`src/hdl/fbt_pkg.sv`:
```
// Shared types and constants of the flow bucket table.
package fbt_pkg;

    localparam logic [31:0] CRC_POLY   = 32'hEDB8_8320;
    localparam logic [31:0] CRC_SEED   = 32'h0000_0001;
    localparam logic [31:0] COUNT_WRAP = 32'hFFFF_FFFE;
    localparam logic [2:0]  SLOT_FULL  = 3'd7;

    typedef enum logic [1:0] {
        OUTCOME_HIT    = 2'd0,
        OUTCOME_INSERT = 2'd1,
        OUTCOME_FULL   = 2'd2
    } outcome_t;

    typedef struct packed {
        logic [31:0] src_addr;
        logic [31:0] dst_addr;
        logic [15:0] src_port;
        logic [15:0] dst_port;
    } fbt_req_t;

    typedef struct packed {
        outcome_t    outcome;
        logic [3:0]  bucket;
        logic [2:0]  slot;
        logic [31:0] pkt_count;
        logic [2:0]  occupancy;
        logic        ranking_valid;
        logic [20:0] ranking;
    } fbt_result_t;

endpackage

```
`src/hdl/fbt_hash.sv`:
```
// CRC of the key (CRC-32 poly, seed 1), one byte per cycle; bucket by reciprocal multiply.
module fbt_hash import fbt_pkg::*; #(
    parameter int NUM_BUCKETS = 16
) (
    input  logic                             clk,
    input  logic                             rst_n,
    input  logic                             start,
    input  logic [95:0]                      key,
    output logic                             done,
    output logic [$clog2(NUM_BUCKETS)-1:0]   bucket
);

    localparam int BW = $clog2(NUM_BUCKETS);
    // Reciprocal rounded up, which gives the exact quotient for every 32-bit hash.
    localparam logic [63:0] RECIP    = ((64'd1 << (32 + BW)) + 64'(NUM_BUCKETS) - 64'd1)
                                       / 64'(NUM_BUCKETS);
    localparam logic [15:0] RECIP_LO = RECIP[15:0];
    localparam logic [16:0] RECIP_HI = RECIP[32:16];
    localparam logic [16:0] NB_W     = 17'(NUM_BUCKETS);

    typedef enum logic [2:0] {H_IDLE, H_CRC, H_MUL_LO, H_MUL_HI, H_QUOT, H_REM} hstate_t;

    hstate_t        state_reg;
    logic [3:0]     cnt_reg;
    logic [31:0]    crc_reg;
    logic [95:0]    key_reg;
    logic [47:0]    prod_lo_reg;
    logic [48:0]    prod_hi_reg;
    logic [31:0]    quot_reg;
    logic [BW-1:0]  bucket_reg;
    logic           done_reg;
    logic [64:0]    prod_sum;
    logic [48:0]    quot_mul;
    logic [31:0]    rem_full;

    function automatic logic [31:0] crc_byte(input logic [31:0] c, input logic [7:0] b);
        logic [31:0] r;
        r = c ^ {24'd0, b};
        for (int i = 0; i < 8; i++)
        begin
            r = r[0] ? ((r >> 1) ^ CRC_POLY) : (r >> 1);
        end
        return r;
    endfunction

    assign prod_sum = {17'd0, prod_lo_reg} + {prod_hi_reg, 16'd0};
    assign quot_mul = quot_reg * NB_W;
    assign rem_full = crc_reg - quot_mul[31:0];

    always_ff @(posedge clk or negedge rst_n)
    begin
        if (!rst_n)
        begin
            state_reg   <= H_IDLE;
            cnt_reg     <= '0;
            crc_reg     <= '0;
            key_reg     <= '0;
            prod_lo_reg <= '0;
            prod_hi_reg <= '0;
            quot_reg    <= '0;
            bucket_reg  <= '0;
            done_reg    <= 1'b0;
        end
        else
        begin
            done_reg <= 1'b0;
            case (state_reg)
                H_IDLE:
                begin
                    if (start)
                    begin
                        key_reg   <= key;
                        crc_reg   <= CRC_SEED;
                        cnt_reg   <= '0;
                        state_reg <= H_CRC;
                    end
                end
                H_CRC:
                begin
                    crc_reg <= crc_byte(crc_reg, key_reg[95:88]);
                    key_reg <= {key_reg[87:0], 8'd0};
                    cnt_reg <= cnt_reg + 4'd1;
                    if (cnt_reg == 4'd11)
                    begin
                        state_reg <= H_MUL_LO;
                    end
                end
                H_MUL_LO:
                begin
                    prod_lo_reg <= crc_reg * RECIP_LO;
                    state_reg   <= H_MUL_HI;
                end
                H_MUL_HI:
                begin
                    prod_hi_reg <= crc_reg * RECIP_HI;
                    state_reg   <= H_QUOT;
                end
                H_QUOT:
                begin
                    quot_reg  <= 32'(prod_sum >> (32 + BW));
                    state_reg <= H_REM;
                end
                H_REM:
                begin
                    bucket_reg <= rem_full[BW-1:0];
                    done_reg   <= 1'b1;
                    state_reg  <= H_IDLE;
                end
                default:
                begin
                    state_reg <= H_IDLE;
                end
            endcase
        end
    end

    assign done   = done_reg;
    assign bucket = bucket_reg;

endmodule
```
`config.mk`:
```
export PLATFORM = sky130hd
export DESIGN_NAME = fbt_hash
export DESIGN_NICKNAME = d
export VERILOG_FILES = /design/src/hdl/fbt_pkg.sv /design/src/hdl/fbt_hash.sv
export SDC_FILE = /design/constraint.sdc
export NUM_CORES = 1
export LEC_CHECK = 0
export BUFFER_PORTS_ARGS = -buffer_cell sky130_fd_sc_hd__buf_2
export CAP_MARGIN = 5
export CORE_MARGIN = 2
export CORE_UTILIZATION = 40
export CTS_CLUSTER_SIZE = 16
export DETAILED_ROUTE_END_ITERATION = 10
export PLACE_DENSITY = 0.62
export SYNTH_ARGS = -nofsm -noshare
export SYNTH_HDL_FRONTEND = slang
export SYNTH_SLANG_ARGS = --single-unit
```
`constraint.sdc`:
```
create_clock -name clk -period 2.6 [get_ports clk]
set_clock_uncertainty 0.1 [all_clocks]
set_input_delay 0.26 -clock clk [delete_from_list [all_inputs] [get_ports clk]]
set_output_delay 0.26 -clock clk [all_outputs]
set_load 0.005 [all_outputs]
```
==> results of run 1 <==
Yosys cell counts:
cell	n	area (µm²)
a21oi_1	2	10.0
a22o_1	12	105
buf_1	5	18.8
buf_2	2	10.0
clkbuf_1	32	120
dfrtp_1	140	3500
ha_1	1	12.5
inv_1	1	3.75
mux2_2	4	45.0
nand2_1	35	131
nand2b_1	2	12.5
nand3_1	2	10.0
nand3b_1	2	15.0
nand4_1	1	6.26
nor2_1	180	676
nor2b_1	2	12.5
nor4b_2	1	15.0
o21a_1	1	7.51
o21ai_0	28	140
o21ai_1	3	15.0
o22ai_1	89	557
o32ai_1	1	8.76
or3b_2	1	8.76
xnor2_1	39	342
xnor2_2	7	114
xnor2_4	3	82.6
xnor3_1	1	22.5
xnor3_2	2	47.6
xor2_1	18	158
xor2_2	2	32.5
final cells by class:
cell class                      instances  area share, %
Clock buffer                           21           5.95
Inverter                                1         0.0465
Tap cell                              188           2.91
Timing Repair Buffer                  158           13.5
Clock inverter                         11           2.03
Sequential cell                       140           43.4
Multi-Input combinational cell        439           32.2
metrics by stage:
step                      hold slack, ps  setup WS [ps]  utilization (%)
final                               5.89            429             53.1
after detailed placement             282            434             46.1
after global routing                7.23            341             53.1
after floorplan                     -136            640                -
after global placement               272            526             46.1
after CTS                          0.760            434             53.1
worst min-delay path by stage:
stage            start                       end  slack, ps  depth (start not counted)
2_1_floorplan    rst_n     bucket[0]$_DFFE_PN0P_       -140                          0
3_3_place_gp     rst_n            done$_DFF_PN0_        270                          1
3_5_place_dp     rst_n  state_reg[0]$_DFFE_PN0P_        280                          1
4_1_cts        key[50]   key_reg[50]$_DFFE_PN0P_        0.8                          3
5_1_grt        key[32]   key_reg[32]$_DFFE_PN0P_          7                          3
6_report       key[82]   key_reg[82]$_DFFE_PN0P_          6                          3
worst max-delay path, delay by kind of cell, from the launching register on:
| family | cells | cell delay [ps] |
|---|---|---|
| AOI/OAI and AO/OA | 1 | 100 |
| DFF | 1 | 440 |
| xor gates and xnor gates | 4 | 1380 |
per-layer routing:
metal,up-vias,routed length [µm],global-route usage [%]
met1,2411,7050,26.5
li1,2382,-,-
met3,21,728,5.53
met2,125,7370,31.1
met4,0,240,6.20
met5,-,0,0
layout by cell type (no fill, tap or decap), types with 2 or more instances in the layout:
cell | netlist | routed
a21oi_1 | 2 | 2
a22o_1 | 12 | 12
buf_12 | 0 | 4
buf_2 | 2 | 102
buf_4 | 0 | 8
bufinv_16 | 0 | 4
clkbuf_16 | 0 | 17
clkbuf_8 | 0 | 4
clkinv_2 | 0 | 4
clkinvlp_4 | 0 | 2
dfrtp_1 | 140 | 140
dlygate4sd3_1 | 0 | 43
mux2_2 | 4 | 4
nand2_1 | 35 | 33
nand2b_1 | 2 | 2
nand3_1 | 2 | 2
nand3b_1 | 2 | 2
nor2_1 | 180 | 179
nor2b_1 | 2 | 2
o21ai_0 | 28 | 28
o21ai_1 | 3 | 3
o22ai_1 | 89 | 89
xnor2_1 | 39 | 39
xnor2_2 | 7 | 7
xnor2_4 | 3 | 3
xnor3_2 | 2 | 2
xor2_1 | 18 | 18
xor2_2 | 2 | 2
timing repair:
item / CTS / global route
hold buffers: 43 / 0
setup endpoints to repair: 0 / 0
endpoints found under the hold margin: 125 / 0
cells by family after synthesis:
group                      after synthesis  synth area share [%]
buffers and inverters                   40                  2.45
DFF                                    140                  56.1
AOI/OAI and AO/OA                      136                  13.5
xor gates and xnor gates                72                  12.8
adders and majority gates                1                 0.200
and+or+nand+nor                        226                  14.2
muxes                                    4                 0.722
==> impl.org, run 1 <==
** Clocking
- H-tree depth :: 4
- After clock tree synthesis, the setup repair step added 0 buffers.
- In this run the clock root is driven by a clkbuf_16.
- Clock latency on the worst-skew pair :: 430 ps
- After clock tree synthesis, the clock-pin slew on the worst setup and hold paths is 60 ps.
- Clock tree from TritonCTS :: yes
- The longest clock path from root to sink contains 2 buffers.
- The number of clock buffers added by TritonCTS is 17.
- For this design, the sink count on the clock tree is 140.
- Post-CTS repair changed the size of 0 cells.

** Detailed routing
- Violation count after the first detailed-routing iteration :: 322
- DRT antenna net count :: 0
- Dividing the detail-routed wire length by the instance count gives 16.1 µm.
- Before antenna repair, the detailed router went through 4 iterations.
- After detailed routing, the number of remaining DRC violations is 0.
- Via density per instance :: 5.16
- Total length of routed wires :: 15400 µm
- The detailed router placed 4939 vias in this run.

** Synthesis
- Of the synthesized area, sequential elements account for 56.1%.
- Dividing the synthesized area by the synthesized cell count gives 10.1 µm².
- Yosys printed 0 warnings.
- Synthesis produced a netlist with a net count of 719.
- Cell area after synthesis :: 6240 µm²
- Number of distinct library cells after synthesis :: 30
- Gate count of the mapped netlist :: 619
- In this run, synthesis produced a sequential element count of 140.

** Critical path
- The most numerous cell type found on the critical path is xnor2_1.
- In this run the worst setup path terminates at crc_reg[19]$_DFFE_PN0P_.
- The critical path is of the reg2reg type.
- Of all nets on the critical path, the largest fanout is 7.
- The worst register-to-register path ends at crc_reg[19]$_DFFE_PN0P_.
- Required time worst endpoint :: 2780 ps
- Reg-to-reg startpoint :: key_reg[89]$_DFFE_PN0P_
- Tracing the worst setup path back leads to its startpoint at key_reg[89]$_DFFE_PN0P_.
- The largest individual stage delay along the critical path comes from the cell xnor3_2.
- Type of element capturing the critical path :: flip-flop
- FF-to-FF setup slack :: 430 ps
- Walking the worst path, the cells encountered are xnor2_4 -> xnor2_1 -> xnor3_2 -> xnor2_1 -> o21ai_0.
- For the worst flop-to-flop path, the logic depth is 5.
- Startpoint kind of the worst setup timing path :: flip-flop
- In this design, the stage delay of the slowest critical-path cell is 540 ps.
- Data arrival time of the critical path :: 2350 ps

** Timing
- Setup repair after global routing left no endpoint under its margin.
- Post-route fraction of the period consumed by the critical path :: 83.5%
- In the final timing run, aggregate negative setup slack is 0 ps.
- Maximum clock rate :: 0.461 GHz
- Slew margin rel. :: 46.5%
- The number of pins with negative max-slew slack in the final report came to 0.
- Number of hold violations in the final report :: 0
- After layout, the minimum clock period comes to 2170 ps.
- At the pin with the least slew margin, the transition time is 803 ps.
- Setup-violating endpoint count in the final report :: 0

** Die
- Ports :: 104
- The core region is 15200 µm².
- # rows :: 45
- The die covers 16600 µm².
- The initial utilization of the core area, before any placement, comes to 41.1%.
- Horiz. Die Dim :: 129 µm
- DIE HEIGHT :: 129 µm

** Outcome
- Run status :: complete, no violations

** Finish
- The register with the most flip-flops in the layout has 96 of them.
- Number of cells in the finished layout apart from fillers :: 958
- P&R area growth vs syn :: 29.4%
- Sequential cell area :: 3500 µm²
- The net count of the finished layout is 857.
- After routing the design area is 8080 µm².
- The number of antenna diodes in the final layout is 0.
- In the final layout, the share of cells above drive strength 1 is 22.1%.
- Summing all multi-input logic gate instances after layout gives 2600 µm².
- The layout has 1351 filler cells.

** Place
- Summing all placed instances gives a cell area of 7000 µm².
- The HPWL after detailed placement is 9710 µm.
- The number of placed instances, taps included, is 883.
- Routability-driven placement finished with a final weighted congestion of 0.865.
- # port buffers :: 103

** GRT
- Initial antenna violation count :: 0
- Sum of overflow across all layers after global routing :: 0
- Entering global routing, the biggest net connects 118 pins.
- Global routing consumed, over all layers together, 19.7% of the routing resources.
- Via count of the first global-routing pass :: 5063
- The first global-routing pass estimated 25300 µm of wire.

** Flow run
- Number of max-cap violations :: 0

** Min path
- Path category of the worst min-delay check :: in2reg
Power of run 1 is left out: the tool's default activity adds up to more than one toggle a clock period on the data nets, which glitch-free logic cannot reach.
==> run 2, diff against run 1 <==
- ABC_AREA: default -> 1
- PLACE_DENSITY: 0.62 -> 0.64
- clock period: 2.6 -> 1.8 ns (I/O delays scaled with it)
==> run 2 against run 1 <==
  * Hold slack got worse by 5.4 ps
  * First-iteration DRC count increased by 70%
  * Via count increased by 26%
  * Sequential cell count unchanged
  * Final area increased by 14%
  * Count of clock-buffer cells in the layout increased by 2
  * Wire length increased by 19%
  * Final cell count increased by 28%
  * Global-route usage increased by 2.2 points
  * Core utilization increased by 4.3 points
  * Synthesized cell count increased by 27%
  * Worst setup slack got worse by 290 ps
  * Critical path type unchanged
  * Largest cell class unchanged
==> impl.org, run 2 <==
** Critical path
- STA puts the critical path data arrival time at 1880 ps.
- Maximum net fanout on the critical path :: 7
- The critical path is of the reg2reg type.
- STA classifies the critical path endpoint as a flip-flop.
- Required time worst endpoint :: 2020 ps
- Startpoint kind of the worst setup timing path :: flip-flop

** Die
- # rows :: 46
- Area of the die :: 17500 µm²
- Initial standard-cell utilization of the core :: 41.2%
- For this design the top-level I/O count stands at 104.
- The floorplan step set the die width to 132 µm.
- Core area :: 16000 µm²
- The die is 132 µm tall.

** Flow run
- Across the run, the number of max-cap violations was 0.

** Synthesis
- Cell area after synthesis :: 6590 µm²
- For this run, the number of Yosys warnings is 0.
- Top post-synthesis cells by area :: dfrtp_1 53%, nor2_1 9.8%, o22ai_1 9.1%
- Number of distinct library cells after synthesis :: 28
- Gate count of the mapped netlist :: 786
- When the netlist entered floorplanning its net count stood at 886.
- Most numerous cell types in the synthesized netlist :: 172 x nor2_1, 157 x nand2_1, 140 x dfrtp_1, 96 x o22ai_1, 45 x inv_1
- Biggest area consumer among synthesized cells :: dfrtp_1
- Sequential elements use 53.2% of the synthesized area.
- Of all flip-flops after synthesis, the portion carrying an async set or reset was 100%.
- Most frequently used cell type in the post-synthesis netlist :: nor2_1
- The synthesized design contains 140 register bits.
- Area share of the leading cell type in the synthesized netlist :: 53.2%
- Number of flops mapped to enable cells by yosys :: 0
- A synthesized cell averages 8.38 µm².
- In the synthesized netlist the dominant register cell turns out to be dfrtp_1.

** GRT
- After global routing the overflow that remains totals 0.
- The via count of the first global-routing pass is 6272.
- Global-route wire length before repair :: 30800 µm
- Across every metal layer, demand over resource in global routing totals 21.9%.
- Initial antenna violation count :: 0
- Entering global routing, the biggest net connects 90 pins.

** Finish
- The register with the most flip-flops in the layout has 96 of them.
- Counting the fill cells in the layout gives 1421.
- Registers take 3500 µm².
- Leaving out filler cells and counting taps, the final layout contains 1230.
- Number of diodes :: 0
- Leading cell type in the layout, fill and taps excluded :: nor2_1
- The multi-input combinational cells in the finished layout cover a total of 2780 µm².
- Final core occ :: 57.5%
- Commonest non-fill, non-tap cells in the layout :: 172 x nor2_1, 148 x nand2_1, 140 x dfrtp_1
- The final layout contains 1101 nets.
- The area growth from synthesis to layout is 39.6%.
- Share of final-layout standard cells stronger than drive strength 1 :: 19.3%

** Place
- # port buffers :: 103
- Routability-driven placement finished with a final weighted congestion of 0.943.
- Detailed placement HPWL :: 11700 µm
- Once placement completed, the tool counted placed cells totaling 1100.

** Timing
- Final Slew Violations :: 0
- Time the worst path needs with I/O delays and setup :: 1660 ps
- Slew margin rel. :: 66.3%
- Maximum clock rate :: 0.603 GHz
- Post-route fraction of the period consumed by the critical path :: 92.1%
- Setup-violating endpoint count in the final report :: 0
- At the pin with the least slew margin, the transition time is 506 ps.
- Setup repair after global routing left no endpoint under its margin.
- Number of hold violations in the final report :: 0
- On the final layout, the worst hold slack is 0.506 ps.
- Final sum of negative setup slack :: 0 ps

** Detailed routing
- In this run the remaining antenna-violating nets after routing total 0.
- Wires add up to 18400 µm.
- After detailed routing, the average wire length per cell comes to 14.9 µm.
- First-pass DRT Iterations :: 5
- Violation count after the first detailed-routing iteration :: 547
- Summing over every cut layer, the via total after detailed routing is 6228.
- After detailed routing, the number of remaining DRC violations is 0.
- Via density per instance :: 5.06

** Outcome
- Run status :: complete, no violations

** Min path
- Path category of the worst min-delay check :: in2reg

** Power and ir drop
- Across the VDD grid, the largest voltage drop is 0.00132 V.
- In this run the static leakage power is 4.34 nW.
- For this design the ratio of total power to cell area is 2200 nW/µm².
- Overall power consumption :: 0.0202 W

** Clocking
- The root buffer cell chosen for the clock tree is clkbuf_16.
- In this run the number of H-tree levels came out at 4.
- The clock net in this run drives a total of 140 sinks.
- Clock latency on the worst-skew pair, taken at its later pin, is 420 ps.
- After clock tree synthesis, the clock-pin slew on the worst setup and hold paths is 60 ps.
- Buffers inserted during clock tree synthesis total 17.
- Clock tree from TritonCTS :: yes
- The longest clock path from root to sink contains 2 buffers.
[run 2: where the power goes]
part / total (W) / internal [W] / switching, W
logic: 0.0109 / 0.00420 / 0.00668
registers: 0.00570 / 0.00478 / 0.000928
clock network: 0.00363 / 0.00229 / 0.00134
[run 2: worst max-delay path, cell delays in order, from the launching register on]
cell     delay [ps]
dfrtp_1         420
inv_2            80
nand2_1          60
nand2_2         110
buf_12          130
xor2_1          250
inv_1            70
nand3_1         130
nand3_1          90
nand2_1          70
nand2_1          40
[run 2: per-stage QoR]
step                      setup WS [ps]  area, µm²
after CTS                          51.8       9100
after detailed placement           93.0       7540
final                               143       9190
after global routing              0.365       9190
after global placement             46.6       7540
after floorplan                     292       6590
[run 2: kinds of logic after synthesis]
group	share of synthesized area [%]
DFF	53.2
AOI/OAI and AO/OA	14.4
and+or+nand+nor	22.7
buffers and inverters	5.70
xor gates and xnor gates	3.84
adders and majority gates	0.190
[run 2: area by class of cell]
class,count,area share (%)
clock buffer,23,5.20
multi-input combinational,559,30.2
inverter,51,2.16
sequential,140,38.1
clock inverter,9,1.44
tap,216,2.94
timing repair buffer,232,19.9
[run 2: timing repair]
item                                    in CTS  in global routing
hold buffers                                95                  0
gates resized for setup                      0                 19
endpoints found under the setup margin       0                 77
buffers inserted                             0                  3
endpoints found under the hold margin      156                  0
[run 2: path summary, 6_finish.rpt]
kind                                        start                 endpoint  slack (ps)  cells after the start
max reg2reg                crc_reg[0]$_DFFE_PN0P_  crc_reg[23]$_DFFE_PN0P_         140                     10
max                        crc_reg[0]$_DFFE_PN0P_  crc_reg[23]$_DFFE_PN0P_         140                     10
min                                       key[94]  key_reg[94]$_DFFE_PN0P_         0.5                      3
max in group asynchronous                   rst_n  key_reg[55]$_DFFE_PN0P_         830                      3
min reg2reg                 bucket[2]$_DFFE_PN0P_    bucket[2]$_DFFE_PN0P_         370                      2
min in group asynchronous                   rst_n  key_reg[82]$_DFFE_PN0P_         190                      2
[run 2: routing by layer]
metal	GRT usage [%]	share of wire (%)
met1	29.3	44
met2	34.4	47
met3	4.77	5.3
met4	9.74	3.0
met5	0	0
(Power assumes the default switching activity.)
